File: config.mk
export PLATFORM = sky130hd
export DESIGN_NAME = sorted_sleep_timer_queue_flat
export DESIGN_NICKNAME = d
export VERILOG_FILES = /design/src/sv/sstq_pkg.sv /design/src/sv/sstq_in_if.sv /design/src/sv/sstq_out_if.sv /design/src/sv/sorted_sleep_timer_queue.sv /design/src/sv/sstq_ram.sv /design/src/flat_wrapper.sv
export SDC_FILE = /design/constraint.sdc
export NUM_CORES = 2
export LEC_CHECK = 0
export BUFFER_PORTS_ARGS = -buffer_cell sky130_fd_sc_hd__buf_4
export CAP_MARGIN = 20
export CORE_ASPECT_RATIO = 0.7
export CORE_MARGIN = 2
export CORE_UTILIZATION = 55
export DETAILED_ROUTE_END_ITERATION = 10
export PLACE_DENSITY_LB_ADDON = 0.15
export SLEW_MARGIN = 20
export SYNTH_ARGS = -nofsm -noshare
export SYNTH_HDL_FRONTEND = slang
export SYNTH_SLANG_ARGS = --single-unit
File: constraint.sdc
create_clock -name clk -period 9.8 [get_ports clk]
set_input_delay 2.94 -clock clk [delete_from_list [all_inputs] [get_ports clk]]
set_output_delay 2.94 -clock clk [all_outputs]
set_load 0.01 [all_outputs]
File: src/sv/sstq_pkg.sv
package sstq_pkg;

  localparam int TID_W            = 6;
  localparam int DUR_W            = 32;
  localparam int TICK_W           = 64;
  localparam int DEF_QUEUE_DEPTH  = 16;
  localparam int DEF_THREAD_COUNT = 64;
  localparam int MAX_WAKES        = 16;
  localparam int WAKE_CNT_W       = $clog2(MAX_WAKES + 1);

  typedef enum logic [1:0] {
    OP_TICK   = 2'd0,
    OP_SLEEP  = 2'd1,
    OP_CANCEL = 2'd2
  } op_t;

  typedef enum logic [2:0] {
    ST_QUEUED       = 3'd0,
    ST_ZERO         = 3'd1,
    ST_ALREADY      = 3'd2,
    ST_FULL         = 3'd3,
    ST_CANCELLED    = 3'd4,
    ST_NOT_SLEEPING = 3'd5,
    ST_WOKEN        = 3'd6
  } status_t;

  // one queue slot: thread id and absolute wake tick
  typedef struct packed {
    logic [TID_W-1:0]  tid;
    logic [TICK_W-1:0] wake;
  } entry_t;

endpackage

File: src/sv/sstq_in_if.sv
interface sstq_in_if;
  logic                       valid;
  logic                       ready;
  logic [1:0]                 operation;
  logic [sstq_pkg::TID_W-1:0] thread_id;
  logic [sstq_pkg::DUR_W-1:0] duration;

  modport source (output valid, operation, thread_id, duration, input ready);
  modport sink (input valid, operation, thread_id, duration, output ready);
endinterface

File: src/sv/sstq_out_if.sv
interface sstq_out_if;
  logic                       valid;
  logic                       ready;
  logic [sstq_pkg::TID_W-1:0] thread_id_out;
  logic [2:0]                 status;
  logic                       last;

  modport source (output valid, thread_id_out, status, last, input ready);
  modport sink (input valid, thread_id_out, status, last, output ready);
endinterface

File: src/sv/sorted_sleep_timer_queue.sv
// channel  | dir | handshake       | payload
// in_ch    | in  | valid / ready   | operation, thread_id, duration
// out_ch   | out | valid / ready   | thread_id_out, status, last
//
// structure: a ram with registered read and one shared 64-bit compare; a search step is a
//   read then a check; a tick wakes due threads from the head, up to MAX_WAKES per tick;
//   a sleep moves later entries up from the tail; a cancel walks every queued entry from
//   the head; a refused sleep, or a cancel of a thread not sleeping, only responds
// reset: synchronous rst_n clears tick counter, fill, head and sleeping flags, not the ram
// stalls: in_ch is taken only in idle; a sequence holds only while it has a result to place
module sorted_sleep_timer_queue #(
  parameter int QUEUE_DEPTH  = sstq_pkg::DEF_QUEUE_DEPTH,
  parameter int THREAD_COUNT = sstq_pkg::DEF_THREAD_COUNT
) (
  input  logic       clk,
  input  logic       rst_n,
  sstq_in_if.sink    in_ch,
  sstq_out_if.source out_ch
);

  localparam int AW     = $clog2(QUEUE_DEPTH);        // ram address
  localparam int CNT_W  = $clog2(QUEUE_DEPTH + 1);    // fill count and logical index
  localparam int SUM_W  = CNT_W + 1;
  localparam int IDX_W  = (THREAD_COUNT > 1) ? $clog2(THREAD_COUNT) : 1;
  localparam int TICK_W = sstq_pkg::TICK_W;
  localparam int TID_W  = sstq_pkg::TID_W;
  localparam int KW     = sstq_pkg::WAKE_CNT_W;

  typedef enum logic [2:0] {
    S_IDLE,
    S_TICK_RD,
    S_TICK_CHK,
    S_INS_RD,
    S_INS_CHK,
    S_CAN_RD,
    S_CAN_CHK,
    S_RESP
  } state_t;

  state_t                  state_r, state_nxt;
  logic [TICK_W-1:0]       tick_r, tick_nxt;
  logic [AW-1:0]           head_r, head_nxt;       // physical slot of queue position 0
  logic [CNT_W-1:0]        count_r, count_nxt;
  logic [CNT_W-1:0]        idx_r, idx_nxt;         // logical scan position
  logic [KW-1:0]           k_r, k_nxt;             // wakes issued this tick
  logic                    pend_r, pend_nxt;       // a woken thread waits for its last flag
  logic [TID_W-1:0]        pend_tid_r, pend_tid_nxt;
  logic [TID_W-1:0]        tid_r, tid_nxt;
  logic [TICK_W-1:0]       wake_r, wake_nxt;
  sstq_pkg::status_t       st_r, st_nxt;
  logic                    found_r, found_nxt;
  logic [THREAD_COUNT-1:0] sleeping_r, sleeping_nxt;
  logic                    out_valid_r, out_valid_nxt;
  logic [TID_W-1:0]        out_tid_r, out_tid_nxt;
  sstq_pkg::status_t       out_st_r, out_st_nxt;
  logic                    out_last_r, out_last_nxt;

  // ram ports
  logic             wr_en, rd_en;
  logic [AW-1:0]    slot_addr;
  sstq_pkg::entry_t wr_data, rd_data;

  logic [CNT_W-1:0] log_idx;
  logic [SUM_W-1:0] slot_sum;
  logic [TICK_W-1:0] cmp_ref;
  logic             cmp_le;
  logic             out_free;
  logic             in_tid_ok, rd_tid_ok, due;
  logic [IDX_W-1:0] in_tidx, rd_tidx;
  sstq_pkg::entry_t new_entry;

  sstq_ram #(
    .DEPTH (QUEUE_DEPTH)
  ) u_ram (
    .clk     (clk),
    .wr_en   (wr_en),
    .wr_addr (slot_addr),
    .wr_data (wr_data),
    .rd_en   (rd_en),
    .rd_addr (slot_addr),
    .rd_data (rd_data)
  );

  // logical queue position to ram slot, circular from the head
  always_comb begin
    slot_sum = SUM_W'(head_r) + SUM_W'(log_idx);
    if (slot_sum >= SUM_W'(QUEUE_DEPTH)) begin
      slot_sum = slot_sum - SUM_W'(QUEUE_DEPTH);
    end
    slot_addr = AW'(slot_sum);
  end

  // the one shared compare: head against the counter, or an entry against the new wake tick
  assign cmp_ref = (state_r == S_TICK_CHK) ? tick_r : wake_r;
  assign cmp_le  = rd_data.wake <= cmp_ref;

  assign in_tid_ok = 32'(in_ch.thread_id) < 32'(THREAD_COUNT);
  assign rd_tid_ok = 32'(rd_data.tid) < 32'(THREAD_COUNT);
  assign in_tidx   = IDX_W'(in_ch.thread_id);
  assign rd_tidx   = IDX_W'(rd_data.tid);
  assign out_free  = !out_valid_r || out_ch.ready;
  assign due       = (count_r != '0) && cmp_le && (k_r < KW'(sstq_pkg::MAX_WAKES));
  assign new_entry = '{tid: tid_r, wake: wake_r};

  assign in_ch.ready          = (state_r == S_IDLE);
  assign out_ch.valid         = out_valid_r;
  assign out_ch.thread_id_out = out_tid_r;
  assign out_ch.status        = out_st_r;
  assign out_ch.last          = out_last_r;

  always_comb begin
    state_nxt     = state_r;
    tick_nxt      = tick_r;
    head_nxt      = head_r;
    count_nxt     = count_r;
    idx_nxt       = idx_r;
    k_nxt         = k_r;
    pend_nxt      = pend_r;
    pend_tid_nxt  = pend_tid_r;
    tid_nxt       = tid_r;
    wake_nxt      = wake_r;
    st_nxt        = st_r;
    found_nxt     = found_r;
    sleeping_nxt  = sleeping_r;
    out_valid_nxt = out_valid_r && !out_ch.ready;
    out_tid_nxt   = out_tid_r;
    out_st_nxt    = out_st_r;
    out_last_nxt  = out_last_r;
    wr_en         = 1'b0;
    rd_en         = 1'b0;
    wr_data       = rd_data;
    log_idx       = idx_r;

    unique case (state_r)
      S_IDLE: begin
        if (in_ch.valid) begin
          tid_nxt = in_ch.thread_id;
          unique case (sstq_pkg::op_t'(in_ch.operation))
            sstq_pkg::OP_TICK: begin
              tick_nxt = tick_r + 1'b1;
              k_nxt    = '0;
              pend_nxt = 1'b0;
              if (count_r != '0) begin
                state_nxt = S_TICK_RD;
              end
            end
            sstq_pkg::OP_SLEEP: begin
              wake_nxt  = tick_r + TICK_W'(in_ch.duration);
              idx_nxt   = count_r;
              state_nxt = S_RESP;
              if (in_ch.duration == '0) begin
                st_nxt = sstq_pkg::ST_ZERO;
              end else if (!in_tid_ok) begin
                st_nxt = sstq_pkg::ST_FULL;
              end else if (sleeping_r[in_tidx]) begin
                st_nxt = sstq_pkg::ST_ALREADY;
              end else if (count_r == CNT_W'(QUEUE_DEPTH)) begin
                st_nxt = sstq_pkg::ST_FULL;
              end else begin
                st_nxt                = sstq_pkg::ST_QUEUED;
                sleeping_nxt[in_tidx] = 1'b1;
                count_nxt             = count_r + 1'b1;
                state_nxt             = S_INS_RD;
              end
            end
            sstq_pkg::OP_CANCEL: begin
              idx_nxt   = '0;
              found_nxt = 1'b0;
              if (in_tid_ok && sleeping_r[in_tidx]) begin
                sleeping_nxt[in_tidx] = 1'b0;
                st_nxt                = sstq_pkg::ST_CANCELLED;
                state_nxt             = S_CAN_RD;
              end else begin
                st_nxt    = sstq_pkg::ST_NOT_SLEEPING;
                state_nxt = S_RESP;
              end
            end
            default: ;  // unused code: dropped
          endcase
        end
      end

      // tick: look at the head, wake it if due; a woken thread is held until
      // the next head check so its last flag is known when it goes out
      S_TICK_RD: begin
        log_idx   = '0;
        rd_en     = 1'b1;
        state_nxt = S_TICK_CHK;
      end

      S_TICK_CHK: begin
        log_idx = '0;
        if (!pend_r || out_free) begin
          if (pend_r) begin
            out_valid_nxt = 1'b1;
            out_tid_nxt   = pend_tid_r;
            out_st_nxt    = sstq_pkg::ST_WOKEN;
            out_last_nxt  = !due;
          end
          if (due) begin
            pend_nxt     = 1'b1;
            pend_tid_nxt = rd_data.tid;
            if (rd_tid_ok) begin
              sleeping_nxt[rd_tidx] = 1'b0;
            end
            head_nxt  = (head_r == AW'(QUEUE_DEPTH - 1)) ? '0 : head_r + 1'b1;
            count_nxt = count_r - 1'b1;
            k_nxt     = k_r + 1'b1;
            state_nxt = S_TICK_RD;
          end else begin
            pend_nxt  = 1'b0;
            state_nxt = S_IDLE;
          end
        end
      end

      // sleep: walk from the tail toward the head, moving later entries up one slot
      S_INS_RD: begin
        if (idx_r == '0) begin
          log_idx   = '0;
          wr_en     = 1'b1;
          wr_data   = new_entry;
          state_nxt = S_RESP;
        end else begin
          log_idx   = idx_r - 1'b1;
          rd_en     = 1'b1;
          state_nxt = S_INS_CHK;
        end
      end

      S_INS_CHK: begin
        log_idx = idx_r;
        wr_en   = 1'b1;
        if (cmp_le) begin
          wr_data   = new_entry;
          state_nxt = S_RESP;
        end else begin
          wr_data   = rd_data;
          idx_nxt   = idx_r - 1'b1;
          state_nxt = S_INS_RD;
        end
      end

      // cancel: walk from the head; once the thread is seen, pull later entries down
      S_CAN_RD: begin
        log_idx   = idx_r;
        rd_en     = 1'b1;
        state_nxt = S_CAN_CHK;
      end

      S_CAN_CHK: begin
        log_idx = idx_r - 1'b1;
        if (found_r) begin
          wr_en   = 1'b1;
          wr_data = rd_data;
        end else if (rd_data.tid == tid_r) begin
          found_nxt = 1'b1;
        end
        if (idx_r == count_r - 1'b1) begin
          count_nxt = count_r - 1'b1;
          state_nxt = S_RESP;
        end else begin
          idx_nxt   = idx_r + 1'b1;
          state_nxt = S_CAN_RD;
        end
      end

      S_RESP: begin
        if (out_free) begin
          out_valid_nxt = 1'b1;
          out_tid_nxt   = tid_r;
          out_st_nxt    = st_r;
          out_last_nxt  = 1'b1;
          state_nxt     = S_IDLE;
        end
      end

      default: state_nxt = S_IDLE;
    endcase
  end

  always_ff @(posedge clk) begin
    if (!rst_n) begin
      state_r     <= S_IDLE;
      tick_r      <= '0;
      head_r      <= '0;
      count_r     <= '0;
      pend_r      <= 1'b0;
      sleeping_r  <= '0;
      out_valid_r <= 1'b0;
    end else begin
      state_r     <= state_nxt;
      tick_r      <= tick_nxt;
      head_r      <= head_nxt;
      count_r     <= count_nxt;
      pend_r      <= pend_nxt;
      sleeping_r  <= sleeping_nxt;
      out_valid_r <= out_valid_nxt;
    end
    idx_r      <= idx_nxt;
    k_r        <= k_nxt;
    pend_tid_r <= pend_tid_nxt;
    tid_r      <= tid_nxt;
    wake_r     <= wake_nxt;
    st_r       <= st_nxt;
    found_r    <= found_nxt;
    out_tid_r  <= out_tid_nxt;
    out_st_r   <= out_st_nxt;
    out_last_r <= out_last_nxt;
  end

endmodule

File: src/sv/sstq_ram.sv
module sstq_ram #(
  parameter int DEPTH = sstq_pkg::DEF_QUEUE_DEPTH
) (
  input  logic                     clk,
  input  logic                     wr_en,
  input  logic [$clog2(DEPTH)-1:0] wr_addr,
  input  sstq_pkg::entry_t         wr_data,
  input  logic                     rd_en,
  input  logic [$clog2(DEPTH)-1:0] rd_addr,
  output sstq_pkg::entry_t         rd_data
);

  sstq_pkg::entry_t mem [DEPTH];
  sstq_pkg::entry_t rd_data_r;

  always_ff @(posedge clk) begin
    if (wr_en) begin
      mem[wr_addr] <= wr_data;
    end
    if (rd_en) begin
      rd_data_r <= mem[rd_addr];
    end
  end

  assign rd_data = rd_data_r;

endmodule
File: src/flat_wrapper.sv
// flat-port wrapper written by rule: the top's interface ports become plain ports
module sorted_sleep_timer_queue_flat 
#(
  parameter int QUEUE_DEPTH  = sstq_pkg::DEF_QUEUE_DEPTH,
  parameter int THREAD_COUNT = sstq_pkg::DEF_THREAD_COUNT
)
  (clk, rst_n, in_ch_valid, in_ch_operation, in_ch_thread_id, in_ch_duration, in_ch_ready, out_ch_valid, out_ch_thread_id_out, out_ch_status, out_ch_last, out_ch_ready);
  sstq_in_if in_ch_i ();
  sstq_out_if out_ch_i ();
  input  logic clk;
  input  logic rst_n;
  input wire logic [$bits(in_ch_i.valid)-1:0] in_ch_valid;
  input wire logic [$bits(in_ch_i.operation)-1:0] in_ch_operation;
  input wire logic [$bits(in_ch_i.thread_id)-1:0] in_ch_thread_id;
  input wire logic [$bits(in_ch_i.duration)-1:0] in_ch_duration;
  output wire logic [$bits(in_ch_i.ready)-1:0] in_ch_ready;
  output wire logic [$bits(out_ch_i.valid)-1:0] out_ch_valid;
  output wire logic [$bits(out_ch_i.thread_id_out)-1:0] out_ch_thread_id_out;
  output wire logic [$bits(out_ch_i.status)-1:0] out_ch_status;
  output wire logic [$bits(out_ch_i.last)-1:0] out_ch_last;
  input wire logic [$bits(out_ch_i.ready)-1:0] out_ch_ready;
  assign in_ch_i.valid = in_ch_valid;
  assign in_ch_i.operation = in_ch_operation;
  assign in_ch_i.thread_id = in_ch_thread_id;
  assign in_ch_i.duration = in_ch_duration;
  assign in_ch_ready = in_ch_i.ready;
  assign out_ch_valid = out_ch_i.valid;
  assign out_ch_thread_id_out = out_ch_i.thread_id_out;
  assign out_ch_status = out_ch_i.status;
  assign out_ch_last = out_ch_i.last;
  assign out_ch_i.ready = out_ch_ready;
  sorted_sleep_timer_queue #(.QUEUE_DEPTH(QUEUE_DEPTH), .THREAD_COUNT(THREAD_COUNT)) u_core (.clk(clk), .rst_n(rst_n), .in_ch(in_ch_i), .out_ch(out_ch_i));
endmodule
Yosys cells after proc, flatten, opt, wreduce, memory -nomap -nowiden

Memory sizes are Yosys's and may differ from the RTL's. A register that Yosys moved wholly into a read port is not among the register bits.
Index checks and enable logic that the tools add are counted.

Add/sub/neg operators: 10
Order comparisons: 7
Equal/unequal tests: 34
Mux-type cells: 94
Bitwise logic cells: 5
Reduce and logical (&&, ||, !) cells: 37

Operators with widths:

| cell                                                   | number |
|---|---|
| 2-to-1 mux 64 bit                                      | 8 |
| one-hot mux 64 bit (2 select lines)                    | 2 |
| 2-to-1 mux 70 bit                                      | 2 |
| one-hot mux 70 bit (2 select lines)                    | 1 |
| AND 64 bit                                             | 2 |
| NOT 64 bit                                             | 2 |
| 2-to-1 mux 5 bit                                       | 16 |
| adder 64 x 1 -> 64 bit (second input constant)         | 1 |
| adder 64 x 32 -> 64 bit                                | 1 |
| <= comparator 64 bit                                   | 1 |
| bitwise OR 64 bit                                      | 1 |
| one-hot mux 5 bit (3 select lines)                     | 3 |
| 2-to-1 mux 3 bit                                       | 13 |
| logical NOT 32 bit                                     | 1 |
| 2-to-1 mux 1 bit                                       | 24 |
| one-hot mux 3 bit (8 select lines)                     | 1 |
| one-hot mux 5 bit (2 select lines)                     | 2 |
| 2-to-1 mux 6 bit                                       | 3 |
| AND reduction 9 bit                                    | 2 |
| adder 5 x 1 -> 5 bit (second input constant)           | 3 |
| AND reduction 3 bit                                    | 5 |
| AND reduction 5 bit                                    | 3 |
| < comparator 6 x 7 -> 1 bit (second input constant)    | 2 |
| inequality test 2 x 1 -> 1 bit (second input constant) | 7 |
| 42 further kinds                                       | 81 |

Register bits after elaboration: 242
Memory bits (writable): 1120
Input port bits: 44
Output and inout port bits: 12
Logic and storage cells: 205
Memories kept: 1

Memories:

| name             | depth | width | rd ports | clocked after Yosys merged registers in | wr ports | line           | source |
|---|---|---|---|---|---|---|---|
| u_core.u_ram.mem | 16    | 70    | 1        | 1                                       | 1        | sstq_ram.sv:13 | `sstq_pkg::entry_t mem [DEPTH];` |

Depth between registers and ports, before layout

Word-level depth: 11
Gate-level depth with buffers: 19
Gate-level depth less buffers: 15

Hierarchy

A second synthesis with hierarchy kept.

Cell total of the unflattened synthesis: 3751
Area total of the unflattened synthesis: 61743.0 sq um

Modules (own cells, without submodules):

| module                   | times used | cells an instance | area each (sq um) | seq. area each (sq um) |
|---|---|---|---|---|
| sstq_ram                 | 1          | 1800              | 44024.7           | 35734.3 |
| sorted_sleep_timer_queue | 1          | 1951              | 17718.2           | 5845.6 |

Worst setup path before layout

OpenSTA, ideal clock, no wires.

Path type: register -> register
Start point: register u_core.idx_r[0]
End point: memory u_core.u_ram.mem[2][0] in the netlist's numbering (enable)
Library setup time: 599 ps
Data arrival time: 8051 ps
Required time: 9201 ps
Slack: 1150 ps
Cell stages (with the launch flop): 17
Path buffers: 4
Clock period less this slack: 8650 ps
Cell sequence: edfxtp_1 clkbuf_1 inv_1 ha_1 nand2b_1 nor3_1 o21ai_0 nand2_1 o21ai_0 ha_1 inv_1 fa_1 clkbuf_1 clkbuf_1 clkbuf_1 nor3_1 nor3b_1

Longest elaborated chain between the ends: 6
Elaborated cells between the ends (all ways): 12
Those cells by class: add/sub (3); order compare (1); mux (7); reduce/logical (1)

RTL lines:

| item                                                                                    | line                                                                                              | source |
|---|---|---|
| start: declaration                                                                      | sorted_sleep_timer_queue.sv:44                                                                    | `logic [CNT_W-1:0] idx_r, idx_nxt;` |
| start signal: assignment                                                                | sorted_sleep_timer_queue.sv:300                                                                   | `idx_r <= idx_nxt;` |
| subtractor 5 x 1 -> 5 bit or logical NOT 5 bit (tied branches)                          | sorted_sleep_timer_queue.sv:225, sorted_sleep_timer_queue.sv:252, sorted_sleep_timer_queue.sv:219 |  |
| 2-to-1 mux 5 bit                                                                        | sorted_sleep_timer_queue.sv:219                                                                   | `if (idx_r == '0) begin` |
| one-hot mux 5 bit (3 select lines)                                                      | sorted_sleep_timer_queue.sv:134                                                                   | `unique case (state_r)` |
| adder 4 x 5 -> 6 bit                                                                    | sorted_sleep_timer_queue.sv:86                                                                    | `slot_sum = SUM_W'(head_r) + SUM_W'(log_idx);` |
| greater-or-equal comparator 6 x 5 -> 1 bit or subtractor 4 x 1 -> 4 bit (tied branches) | sorted_sleep_timer_queue.sv:87, sorted_sleep_timer_queue.sv:88                                    |  |
| 2-to-1 mux 4 bit                                                                        | sorted_sleep_timer_queue.sv:87                                                                    | `if (slot_sum >= SUM_W'(QUEUE_DEPTH)) begin` |
| end: declaration                                                                        | sstq_ram.sv:13                                                                                    |  |

Parallel ways exist; a longest one is shown, timed or not.

==> impl_metrics.env <==
export IMPL_grt_use_total=0.271
export IMPL_critPathRequiredTime_ns=10.26
export IMPL_synthToLayoutAreaGrowth_pct=11.0
export IMPL_synth_seq_cells=1432
export IMPL_crit_chain="nor2b_1 -> nand2_4 -> buf_4 -> mux2i_1 -> ha_1 -> nand4_1 -> nor4_1 -> nand2b_1 -> o2111ai_1 -> nand2_1 -> a21boi_4 -> buf_4 -> buf_4 -> mux2_2"
export IMPL_vias=34200
export IMPL_syn_area_per_cell_um2=17.2
export IMPL_cp_top_family="simple AND/OR/NAND/NOR gates"
export IMPL_timing_final_hold_violations=0
export IMPL_synth_most_common_cell="edfxtp_1"
export IMPL_ys_async_sr_fraction=0
export IMPL_worstSetupStartpointType="flop"
export IMPL_clk_pin_slew_worst_paths_ns=0.06
export IMPL_grt_pass1_vias=34200
export IMPL_power_density_nw_per_um2=311
export IMPL_drc=0
export IMPL_port_buffers=55
export IMPL_synth_cell_area_um2=61000
export IMPL_synth_top_cell_area_share=0.635
export IMPL_rows=102
export IMPL_cp_slowest_cell="dfxtp_1"
export IMPL_ctsHoldBuffers=0
export IMPL_grt_pass1_wl_um=225000
export IMPL_ant_nets=0
export IMPL_synth_top_area_cell="edfxtp_1"
export IMPL_path_class="reg -> reg"
export IMPL_cts_tree="built"
export IMPL_fp_dieH_um=283
export IMPL_clock_latency_ns=0.77
export IMPL_start_util=0.553
export IMPL_p_total_mw=21.0
export IMPL_dp_slack_ns=2.29
export IMPL_syn_nets=3698
export IMPL_fp_dieArea_um2=114000
export IMPL_grt_ovfl_total=0
export IMPL_crit_fanout=47
export IMPL_post_cts_setup_buffer_count=0
export IMPL_ys_top_cells_by_area="edfxtp_1 63%, mux4_2 13%, dfxtp_1 4.7%"
export IMPL_die_width_um=402
export IMPL_ys_warn_count=0
export IMPL_post_cts_resized=0
export IMPL_dp_hpwl_um=85900
export IMPL_crit_buf_inv=3
export IMPL_tightest_slew_ns=1.15
export IMPL_total_leakage_power_nw=22.2
export IMPL_totalWireLength_um=152000
export IMPL_cp_arrival_ns=8.03
export IMPL_drive_above_1_share=0.232
export IMPL_cts_sinks=1432
export IMPL_core_area_um2=110000
export IMPL_clockRootBuffer="clkbuf_16"
export IMPL_run_status="finished clean"
export IMPL_drt_iter0_markers=4532
export IMPL_rsz0062_at_grt="no"
export IMPL_grt_max_degree=104
export IMPL_fin_cells=5162
export IMPL_synth_edf_count=1290
export IMPL_firstDrtPassIters=6
export IMPL_gp_congestion=0.915
export IMPL_syn_inst=3543
export IMPL_fin_worst_skew_ns=0.0273
export IMPL_dp_cells=4906
export IMPL_vdd_drop_max_v=0.000350
export IMPL_htree_levels=4
export IMPL_fin_tns_setup_ns=0
export IMPL_slew_headroom=0.228
export IMPL_wire_per_inst_um=29.4
export IMPL_drv_cap=0
export IMPL_period_share=0.772
export IMPL_synth_top_cells_by_count="1290 x edfxtp_1, 353 x mux4_2, 180 x nand2_1"
export IMPL_ys_seq_area_frac=0.681
export IMPL_fin_nets=3745
export IMPL_antenna_found_initial=2
export IMPL_holdCritPathClass="reg -> reg"
export IMPL_ys_types=72
export IMPL_cts_made_buffers=136
export IMPL_pin_count=56
export IMPL_dominantRegCellSynth="edfxtp_1"
export IMPL_crit_top_cell="buf_4"
export IMPL_setup_viol=0
export IMPL_vias_per_cell=6.63
export IMPL_fmax_mhz=132
export IMPL_maxSlewViolCount=0
export IMPL_setup_ws_ns=2.23
export IMPL_clk_path_buf_depth=3
export IMPL_max_stage_delay_ns=0.91
export IMPL_fin_crit_ns=7.57
export IMPL_end_kind="flop"
-- routing by layer --
metal | track usage | vias up | wire [um]
li1 | - | 14500 | -
met1 | 0.407 | 17700 | 65600
met2 | 0.411 | 1793 | 69300
met3 | 0.0433 | 278 | 13400
met4 | 0.0822 | 0 | 3610
met5 | 0 | - | 0
-- path summary, 6_finish.rpt --
path | startpoint | end | slack, ns | cells past startpoint
hold reg to reg | u_core.st_r[2] | u_core.out_ch.status[2] | 0.50 | 1
setup / recovery | u_core.state_r[1] | u_core.u_ram.mem[9][48] | 2.23 | 14
setup reg to reg | u_core.state_r[1] | u_core.u_ram.mem[9][48] | 2.23 | 14
hold / removal | u_core.st_r[2] | u_core.out_ch.status[2] | 0.50 | 1
-- layout by cell type (no fill, tap or decap), drive strengths merged, types with 66 or more instances in the layout --
cell type | Yosys | layout
buf | 44 | 113
edfxtp | 1290 | 1290
a21oi | 108 | 108
mux4 | 353 | 353
clkbuf | 160 | 188
dfxtp | 142 | 142
mux2i | 77 | 77
nand2 | 180 | 180
ha | 109 | 109
xnor2 | 75 | 75
nor2 | 137 | 137
a31oi | 72 | 72
mux2 | 82 | 82
o22ai | 66 | 66
-- cells by family after synthesis --
family	synth area share
compound gates	0.0532
xor+xnor	0.0182
fa+ha+maj	0.0230
buf+inv	0.0163
flops	0.681
mux	0.158
simple gates	0.0497
-- cell type report --
cell class	count	area, um2
Timing Repair Buffer	113	931
Tap cell	1456	1820
Sequential cell	1432	41600
Clock buffer	188	3830
Antenna cell	2	5.00
Clock inverter	64	714
Multi-Input combinational cell	1859	18600
Fill cell	7813	42600
Inverter	48	185
-- metrics by stage --
stage / hold slack (ns) / utilization / cell area, um2
floorplan: 0.424 / - / 61000
CTS: 0.506 / 0.613 / 67600
global route: 0.521 / 0.614 / 67700
finish: 0.504 / 0.614 / 67700
detailed placement: 0.492 / 0.572 / 63100
global placement: 0.489 / 0.572 / 63100
-- flip-flops by register name (all words and copies together), names as in the netlist, 3 cells and up, named ones only --
register / cells
u_core.count_r: 5
u_core.head_r: 4
u_core.idx_r: 5
u_core.k_r: 5
u_core.out_ch.status: 3
u_core.out_ch.thread_id_out: 6
u_core.pend_tid_r: 6
u_core.st_r: 3
u_core.state_r: 3
u_core.tick_r: 64
u_core.tid_r: 6
u_core.u_ram.mem: 1120
u_core.u_ram.rd_data: 70
u_core.wake_r: 64
-- report_power, final --
part	switching [mW]	internal, mW	total (mW)	leakage (nW)
logic	3.87	3.11	6.99	7.18
clock network	2.26	3.11	5.37	2.19
registers	0.356	8.33	8.69	12.8
-- worst register-to-register path: cells and delay by family, from the launching register on --
| kind | cells | cell delay (ns) |
|---|---|---|
| multiplexers | 2 | 0.87 |
| flip-flops | 1 | 0.91 |
| AND/OR/NAND/NOR | 6 | 2.48 |
| adder cells (fa/ha/maj) | 1 | 0.35 |
| buffers and inverters | 3 | 1.80 |
| AO/OA/AOI/OAI | 2 | 0.86 |
Note: power is estimated with default switching activity, not from simulation.
